==> src/sv/mtc_pkg.sv <==
// shared types, constants and stamp arithmetic for the timestamp clock
package mtc_pkg;

    localparam int SEC_BITS  = 40;
    localparam int NSEC_BITS = 30;

    localparam logic [NSEC_BITS:0]  NS_PER_SEC   = (NSEC_BITS + 1)'(1000000000);
    localparam logic [SEC_BITS-1:0] FUTURE_RESET = SEC_BITS'(30 * 24 * 3600);

    typedef enum logic [1:0] {
        CMD_GET           = 2'd0,
        CMD_SET_STRICT    = 2'd1,
        CMD_SET_NONSTRICT = 2'd2,
        CMD_SET_GET       = 2'd3
    } t_cmd;

    typedef logic [SEC_BITS-1:0]  t_sec;
    typedef logic [NSEC_BITS-1:0] t_nsec;

    typedef struct packed {
        t_sec  sec;
        t_nsec nsec;
    } t_stamp;

    typedef struct packed {
        t_cmd   cmd;
        t_stamp real_ts;
        t_stamp adv;
    } t_item;

    typedef struct packed {
        t_stamp real_ts;
        t_stamp stamp;
        logic   clamped;
    } t_result;

    // a strictly later than b, seconds first
    function automatic logic f_later(t_stamp a, t_stamp b);
        return (a.sec != b.sec) ? (a.sec > b.sec) : (a.nsec > b.nsec);
    endfunction

    // one nanosecond on, carrying into seconds
    function automatic t_stamp f_tick(t_stamp a);
        logic [NSEC_BITS:0] n;
        t_stamp             r;
        n     = {1'b0, a.nsec} + (NSEC_BITS + 1)'(1);
        r.sec = a.sec;
        if (n >= NS_PER_SEC) begin
            n     = n - NS_PER_SEC;
            r.sec = a.sec + SEC_BITS'(1);
        end
        r.nsec = n[NSEC_BITS-1:0];
        return r;
    endfunction

endpackage

==> src/sv/mtc_in_reg.sv <==
// input register with stall towards the sender
module mtc_in_reg
    import mtc_pkg::*;
(
    input  logic  i_clk,
    input  logic  i_rst_n,
    input  logic  i_valid,
    input  t_item i_item,
    input  logic  i_take,
    output logic  o_stall,
    output logic  o_valid,
    output t_item o_item
);

    logic  r_valid;
    t_item r_item;

    assign o_stall = r_valid & ~i_take;
    assign o_valid = r_valid;
    assign o_item  = r_item;

    always_ff @(posedge i_clk) begin
        if (!i_rst_n) begin
            r_valid <= 1'b0;
        end else if (!o_stall) begin
            r_valid <= i_valid;
        end
    end

    always_ff @(posedge i_clk) begin
        if (!o_stall && i_valid) begin
            r_item <= i_item;
        end
    end

endmodule

==> src/sv/mtc_clock.sv <==
// logical stamp and future limit state with the per-item update
module mtc_clock
    import mtc_pkg::*;
(
    input  logic    i_clk,
    input  logic    i_rst_n,
    input  logic    i_fire,
    input  t_item   i_item,
    output t_result o_result
);

    t_stamp r_stamp;
    t_sec   r_limit;
    t_stamp n_stamp;
    t_sec   n_limit;

    logic              is_set;
    logic              is_get;
    logic [SEC_BITS:0] lim;
    logic              far;
    t_stamp            t2;
    t_stamp            cand;
    t_stamp            base;
    t_stamp            view;

    always_comb begin
        is_set = (i_item.cmd != CMD_GET);
        is_get = (i_item.cmd == CMD_GET) || (i_item.cmd == CMD_SET_GET);
        lim    = {1'b0, i_item.real_ts.sec} + {1'b0, r_limit};
        far    = is_set && ({1'b0, i_item.adv.sec} >= lim);
        t2     = f_tick(f_tick(r_stamp));
        cand   = far ? t2 : i_item.adv;
        base   = far ? t2 : r_stamp;

        n_limit = r_limit;
        // excess over the limit point grows the limit to stamp minus real
        if (far && ({1'b0, t2.sec} > lim)) begin
            n_limit = t2.sec - i_item.real_ts.sec;
        end

        n_stamp = r_stamp;
        if (is_set) begin
            if (f_later(cand, base)) begin
                n_stamp = cand;
            end else if (i_item.cmd != CMD_SET_NONSTRICT) begin
                n_stamp = f_tick(base);
            end else begin
                n_stamp = base;
            end
        end

        view = n_stamp;
        if (is_get && !f_later(n_stamp, i_item.real_ts)) begin
            view = i_item.real_ts;
        end

        o_result.real_ts = i_item.real_ts;
        o_result.stamp   = view;
        o_result.clamped = far;
    end

    always_ff @(posedge i_clk) begin
        if (!i_rst_n) begin
            r_stamp <= '0;
            r_limit <= FUTURE_RESET;
        end else if (i_fire) begin
            r_stamp <= n_stamp;
            r_limit <= n_limit;
        end
    end

endmodule

==> src/sv/mtc_out_reg.sv <==
// result register towards the receiver
module mtc_out_reg
    import mtc_pkg::*;
(
    input  logic    i_clk,
    input  logic    i_rst_n,
    input  logic    i_valid,
    input  t_result i_result,
    input  logic    i_stall,
    output logic    o_take,
    output logic    o_valid,
    output t_result o_result
);

    logic    r_valid;
    t_result r_result;

    assign o_take   = i_valid & (~r_valid | ~i_stall);
    assign o_valid  = r_valid;
    assign o_result = r_result;

    always_ff @(posedge i_clk) begin
        if (!i_rst_n) begin
            r_valid <= 1'b0;
        end else if (!r_valid || !i_stall) begin
            r_valid <= i_valid;
        end
    end

    always_ff @(posedge i_clk) begin
        if (o_take) begin
            r_result <= i_result;
        end
    end

endmodule

==> src/sv/monotonic_timestamp_clock_core.sv <==
// an accepted item is held in the input register, its result in the result register
// throughput: one item per cycle while i_stall is low; stamp and limit update in a loop
// a stalled result holds while the input register still takes one more item
// reset (synchronous, active low) empties both registers, clears the stamp
// and sets the future limit to thirty days
module monotonic_timestamp_clock_core
    import mtc_pkg::*;
(
    input  logic                 i_clk,
    input  logic                 i_rst_n,
    input  logic                 i_valid,
    output logic                 o_stall,
    input  logic [1:0]           i_cmd,
    input  logic [SEC_BITS-1:0]  i_real_sec,
    input  logic [NSEC_BITS-1:0] i_real_nsec,
    input  logic [SEC_BITS-1:0]  i_adv_sec,
    input  logic [NSEC_BITS-1:0] i_adv_nsec,
    output logic                 o_valid,
    input  logic                 i_stall,
    output logic [SEC_BITS-1:0]  o_real_sec_out,
    output logic [NSEC_BITS-1:0] o_real_nsec_out,
    output logic [SEC_BITS-1:0]  o_stamp_sec,
    output logic [NSEC_BITS-1:0] o_stamp_nsec,
    output logic                 o_clamped
);

    t_item   in_item;
    t_item   held_item;
    logic    held_valid;
    logic    take;
    t_result next_result;
    t_result out_result;

    always_comb begin
        in_item.cmd          = t_cmd'(i_cmd);
        in_item.real_ts.sec  = i_real_sec;
        in_item.real_ts.nsec = i_real_nsec;
        in_item.adv.sec      = i_adv_sec;
        in_item.adv.nsec     = i_adv_nsec;
    end

    mtc_in_reg u_in (
        .i_clk   (i_clk),
        .i_rst_n (i_rst_n),
        .i_valid (i_valid),
        .i_item  (in_item),
        .i_take  (take),
        .o_stall (o_stall),
        .o_valid (held_valid),
        .o_item  (held_item)
    );

    mtc_clock u_clock (
        .i_clk    (i_clk),
        .i_rst_n  (i_rst_n),
        .i_fire   (take),
        .i_item   (held_item),
        .o_result (next_result)
    );

    mtc_out_reg u_out (
        .i_clk    (i_clk),
        .i_rst_n  (i_rst_n),
        .i_valid  (held_valid),
        .i_result (next_result),
        .i_stall  (i_stall),
        .o_take   (take),
        .o_valid  (o_valid),
        .o_result (out_result)
    );

    assign o_real_sec_out  = out_result.real_ts.sec;
    assign o_real_nsec_out = out_result.real_ts.nsec;
    assign o_stamp_sec     = out_result.stamp.sec;
    assign o_stamp_nsec    = out_result.stamp.nsec;
    assign o_clamped       = out_result.clamped;

endmodule

==> config.mk <==
export PLATFORM = sky130hd
export DESIGN_NAME = monotonic_timestamp_clock_core
export DESIGN_NICKNAME = d
export VERILOG_FILES = /design/src/sv/mtc_pkg.sv /design/src/sv/mtc_in_reg.sv /design/src/sv/mtc_clock.sv /design/src/sv/mtc_out_reg.sv /design/src/sv/monotonic_timestamp_clock_core.sv
export SDC_FILE = /design/constraint.sdc
export NUM_CORES = 1
export LEC_CHECK = 0
export ABC_AREA = 1
export BUFFER_PORTS_ARGS = -buffer_cell sky130_fd_sc_hd__buf_2
export CAP_MARGIN = 30
export CORE_MARGIN = 8
export CORE_UTILIZATION = 40
export DETAILED_ROUTE_END_ITERATION = 6
export PLACE_DENSITY_LB_ADDON = 0.12
export SLEW_MARGIN = 20
export SYNTH_ARGS = -nofsm -noshare
export SYNTH_HDL_FRONTEND = slang
export SYNTH_SLANG_ARGS = --single-unit
export TNS_END_PERCENT = 1
==> constraint.sdc <==
create_clock -name i_clk -period 14 [get_ports i_clk]
set_input_delay 2.1 -clock i_clk [delete_from_list [all_inputs] [get_ports i_clk]]
set_output_delay 2.1 -clock i_clk [all_outputs]
set_load 0.05 [all_outputs]
Word-level counts from Yosys, hierarchy flattened
Cells that the tools add are included.
{"block": "word_totals", "regBits": 395, "latchBits": 0, "ram_bits": 0, "rom_bits": 0, "input_bits": 146, "output_inout_bits": 143, "elab_cells": 72, "n_memories": 0}
{"block": "classes", "addsub": 11, "n_mul": 0, "div": 0, "n_lt_le_gt_ge": 9, "n_eq_ne": 4, "shift": 0, "muxes": 14, "n_bitwise": 6, "n_reduce_logical": 13}
{"op": "70-bit 2-to-1 mux", "count": 6}
{"op": "40-bit by 1-bit adder with 40-bit output, second input constant", "count": 3}
{"op": "40-bit 2-to-1 mux", "count": 3}
{"op": "30-bit by 1-bit adder with 31-bit output, second input constant", "count": 3}
{"op": "31-bit by 30-bit greater-or-equal comparator with 1-bit output, second input constant", "count": 3}
{"op": "30-bit 2-to-1 mux", "count": 3}
{"op": "30-bit subtractor, second input constant", "count": 3}
{"op": "40-bit > comparator", "count": 2}
{"op": "40-bit != test", "count": 2}
{"op": "30-bit > comparator", "count": 2}
{"op": "40-bit by 40-bit adder with 41-bit output", "count": 1}
{"op": "40-bit by 41-bit greater-or-equal comparator with 1-bit output", "count": 1}
{"op": "40-bit by 41-bit > comparator with 1-bit output", "count": 1}
{"op": "40-bit subtractor", "count": 1}
{"op": "1-bit logical AND", "count": 4}
{"op": "1-bit logical NOT", "count": 4}
{"op": "1-bit inverter", "count": 3}
{"op": "1-bit bitwise AND", "count": 2}
{"op": "2-bit equality test, second input constant", "count": 1}
{"op": "2-bit logical NOT", "count": 1}
{"op": "1-bit logical OR", "count": 2}
{"op": "1-bit 2-to-1 mux", "count": 2}
{"op": "2-bit != test, second input constant", "count": 1}
{"op": "2-bit AND reduction", "count": 1}
{"op": "other kinds (2)", "count": 2}

Longest topological paths before layout
{"block": "depth", "depth_word": 18, "depth_mapped": 87, "mapped_depth_nobuf": 84}

Cells and area by module
Synthesis repeated with hierarchy kept, for this count alone.
{"block": "unflattened", "cells_unflattened": 5225, "area_unflattened_um2": 35769.3}
{"mod": "mtc_clock", "instances": 1, "cells_each": 4928, "area_per_inst_um2": 27176.1}
{"mod": "mtc_in_reg", "instances": 1, "cells_each": 150, "area_per_inst_um2": 4314.1}
{"mod": "mtc_out_reg", "instances": 1, "cells_each": 147, "area_per_inst_um2": 4279.1}

Worst setup path after synthesis
No wires, ideal clock.
{"block": "synth_timing", "path_kind": "register to register", "startpoint": "register u_in.r_item, in the netlist u_in.o_item[102]", "endpoint": "register u_out.r_result, in the netlist u_out.o_result[31] (data pin)", "arrival_ps": 11522, "required_ps": 13733, "setup_slack_ps": 2210, "stages_incl_launch_ff": 78, "path_buffers": 11, "period_less_slack_ps": 11790, "cell_sequence": "edfxtp_1 ha_1 nand3_1 nand2_1 a21oi_1 o21ai_0 a21oi_1 nor2_1 nor2_1 inv_1 a21oi_1 inv_1 a21oi_1 o311ai_0 a21oi_1 o21bai_1 a21o_1 a21oi_1 (+42 left out) clkinv_1 clkbuf_1 clkbuf_1 nand2_1 nand2_1 nand2_1 ha_1 nand4_1 nor3_1 nor4b_1 nand2_1 or4_1 nor2_1 nand2_1 nand3_1 clkbuf_1 clkbuf_1 a31oi_1"}
{"element": "start: declaration", "line_no": "mtc_in_reg.sv:16", "text": "t_item r_item;"}
{"element": "start signal: assignment", "line_no": "mtc_in_reg.sv:32", "text": "r_item <= i_item;"}
{"element": "end signal: assignment", "line_no": "mtc_out_reg.sv:32", "text": "r_result <= i_result;"}
{"element": "end: declaration", "line_no": "mtc_out_reg.sv:16", "text": "t_result r_result;"}

==> impl_metrics.yaml <==
cts:
  clkSlewWorstSetupHoldPaths_ns: 0.06
  htree_num_levels: 2
  cts_buffers: 49
  cts_root_buf: "clkbuf_16"
  cts_resized: 0
  hold_buffers: 0
  post_cts_buffers: 0
  cts_sinks: 395
  insertion_delay_ns: 0.67
  cts_tree: "yes"
  clk_path_buf_depth: 3
hold_path:
  hold_path_class: "register to register"
  holdPathEnd: "u_clock.r_limit[17]$_SDFFE_PN1P_"
  whs_path_depth: 2
  hp-start: "u_clock.r_limit[17]$_SDFFE_PN1P_"
finish:
  drive_gt1_share_pct: 10.45
  layout_commonest_cell: "nand2_1"
  fin_nets: 5918
  layout_common_cells: "1,530 x nand2_1, 653 x inv_1, 519 x nor2_1, 329 x nand3_1, 313 x ha_1"
  n_antenna_cell: 0
  fin_cells: 6660
  design_area_um2: 40010
  syn_to_final_growth_pct: 13.09
setup_path:
  worstSetupStartpointType: "register"
  path_class: "register to register"
  crit_top_cell: "nand2_1"
  path_max_fanout: 52
  cpLargestDelayFamily: "simple AND/OR/NAND/NOR gates"
  r2r_start: "u_clock.r_stamp[0]$_SDFFE_PN0P_"
  cp.arrival_ns: 13.40
  rrSetupSlack_ns: 0.95
  cp_slowest_stage_delay_ns: 0.78
  endpoint_kind: "register"
  reg2reg_depth: 59
  rr_endpoint: "u_out.o_result[1]$_DFFE_PP_"
  slowest_stage: "dfxtp_1"
  path_buf_inv: 9
  crit_required_ns: 14.36
power:
  power.density_nw_per_um2: 129.9
  p_total_uw: 5198
  vdd_drop_max_mv: 0.1038
  leakagePower_uw: 0.01910
synth:
  ys_ff_latch: 395
  synthArstFlopShare_pct: 0
  synth_edf_count: 283
  yosys_warnings: 0
  ys_seq_area_share_pct: 30.36
  synthFlopType: "edfxtp_1"
  syn_avg_cell_area_um2: 6.799
  syn_area_um2: 35380
  synthCells: 5204
  yosys.cell_types.count: 62
  synth_fp_nets: 5666
global_routing:
  grt_max_degree: 83
  grt_pass1_vias: 34600
  antenna_found_initial: 0
  grt_overflow: 0
  grt_pass1_wl_mm: 214.7
  grt_usage_pct: 28.18
detailed_routing:
  viasPerCell: 5.364
  drt_iter0_drc: 2913
  final_antenna_net_count: 0
  routed_wl_mm: 144.0
  drc_errors: 0
  drtPass1Iterations: 7
  wl_per_cell_um: 21.62
  via_count: 35720
placement:
  place_hpwl_mm: 115.8
  io_buffer_count: 288
  dp_cells: 6567
  gp_congestion: 0.9908
  placed_cell_area_um2: 38190
timing:
  finalClockSkew_ns: 0.04790
  grt_setup_unrepaired: "no"
  final_max_slew_viol_count: 0
  worst_slew_pin_slew_ns: 1.017
  holdWs_ns: 0.4711
  finalCritPeriodShare_pct: 93.19
  min_period_ns: 13.05
  setup_viol: 0
  max-slew-margin-rel_pct: 32.22
  fin_tns_setup_ns: 0
  timing_hold_violations_final: 0
  max_freq_ghz: 0.07665
die:
  design.core.area_um2: 87970
  die_area_um2: 98220
  die_w_um: 313.4
  pin_count: 289
  num_rows: 109
  fp.dieH_um: 313.4
  start_util_pct: 40.22
run:
  cap_violations: 0
outcome:
  outcome: "completed"
[flip-flops by register name (all words and copies together), names as in the netlist]
register         cells
u_in.o_valid         1
u_out.o_valid        1
u_out.o_result     141
u_clock.r_stamp     70
u_clock.r_limit     40
u_in.o_item        142
[layout make-up]
cell class	count	area [um^2]
fill	9418	47950
multi-input combinational	3976	21500
sequential	395	10740
inverter	686	2585
timing repair buffer	348	2057
tap	1165	1458
clock buffer	61	1313
clock inverter	29	362.8
[worst max path at each step]
stage                                   endpoint                            start  slack [ns]  cells past startpoint
finish               u_out.o_result[1]$_DFFE_PP_  u_clock.r_stamp[0]$_SDFFE_PN0P_        0.95                     59
floorplan           u_out.o_result[31]$_DFFE_PP_       u_in.o_item[102]$_DFFE_PP_        2.21                     77
global placement     u_out.o_result[9]$_DFFE_PP_       u_in.o_item[102]$_DFFE_PP_        0.50                     73
global route         u_out.o_result[6]$_DFFE_PP_       u_in.o_item[100]$_DFFE_PP_        0.03                     66
detailed placement   u_out.o_result[2]$_DFFE_PP_       u_in.o_item[101]$_DFFE_PP_        0.22                     71
CTS                  u_out.o_result[2]$_DFFE_PP_       u_in.o_item[101]$_DFFE_PP_        0.16                     71
[power breakdown]
| group | total (uW) | leakage (uW) | internal (uW) | switching (uW) |
|---|---|---|---|---|
| sequential | 1480 | 0.00363 | 1390 | 86.8 |
| combinational | 2360 | 0.0147 | 704 | 1660 |
| clock | 1360 | 0.000811 | 786 | 569 |
[logic make-up (layout without fill, tap and decap cells)]
family / count (synthesis) / after routing / synth area share (%)
AO/OA/AOI/OAI: 752 / 752 / 11.82
XOR/XNOR: 175 / 175 / 4.375
adder cells (fa/ha/maj): 316 / 316 / 11.22
buffers and inverters: 834 / 1124 / 9.209
flip-flops: 395 / 395 / 30.36
multiplexers: 1 / 1 / 0.02829
AND/OR/NAND/NOR: 2731 / 2732 / 33.00
[tightest hold or removal path: cells and delay by family (launching register included)]
family | cells | cell delay (ns)
AND/OR/NAND/NOR | 1 | 0.06
flip-flops | 1 | 0.33
AO/OA/AOI/OAI | 1 | 0.06
[cells in the mapped netlist, types with 13 or more instances]
| master | instances | area [um^2] |
|---|---|---|
| nand4_1 | 144 | 900.9 |
| ha_1 | 314 | 3929 |
| inv_2 | 19 | 71.32 |
| buf_1 | 15 | 56.30 |
| nor2_1 | 522 | 1959 |
| nand3_2 | 13 | 130.1 |
| nand2_1 | 1530 | 5743 |
| nor3_1 | 64 | 320.3 |
| o21a_1 | 47 | 352.8 |
| xor2_1 | 127 | 1112 |
| o21bai_1 | 18 | 135.1 |
| nor2_2 | 32 | 200.2 |
| o21ai_0 | 213 | 1066 |
| buf_2 | 27 | 135.1 |
| inv_1 | 656 | 2462 |
| edfxtp_1 | 283 | 8498 |
| nand2_2 | 31 | 193.9 |
| xnor2_1 | 46 | 402.9 |
| a21oi_1 | 310 | 1551 |
| o21ai_1 | 71 | 355.3 |
| o211ai_1 | 18 | 135.1 |
| nand3_1 | 331 | 1657 |
| clkbuf_1 | 91 | 341.6 |
| dfxtp_1 | 112 | 2242 |
| nor4_1 | 17 | 106.4 |
[stage by stage]
step | setup WS (ns) | util (%)
floorplan | 2.210 | -
global placement | 0.4967 | 43.38
detailed placement | 0.2164 | 43.41
CTS | 0.1605 | 45.32
global route | 0.03433 | 45.49
finish | 0.9531 | 45.49
[layer usage]
layer,GRT usage [%],part of all wire [%],up-vias
met5,0,0,-
met4,14.18,5.7,0
met3,2.751,4.8,258
met2,48.98,48,1072
met1,34.67,42,16690
li1,-,-,17700
Note: power is estimated with default switching activity, not from simulation.
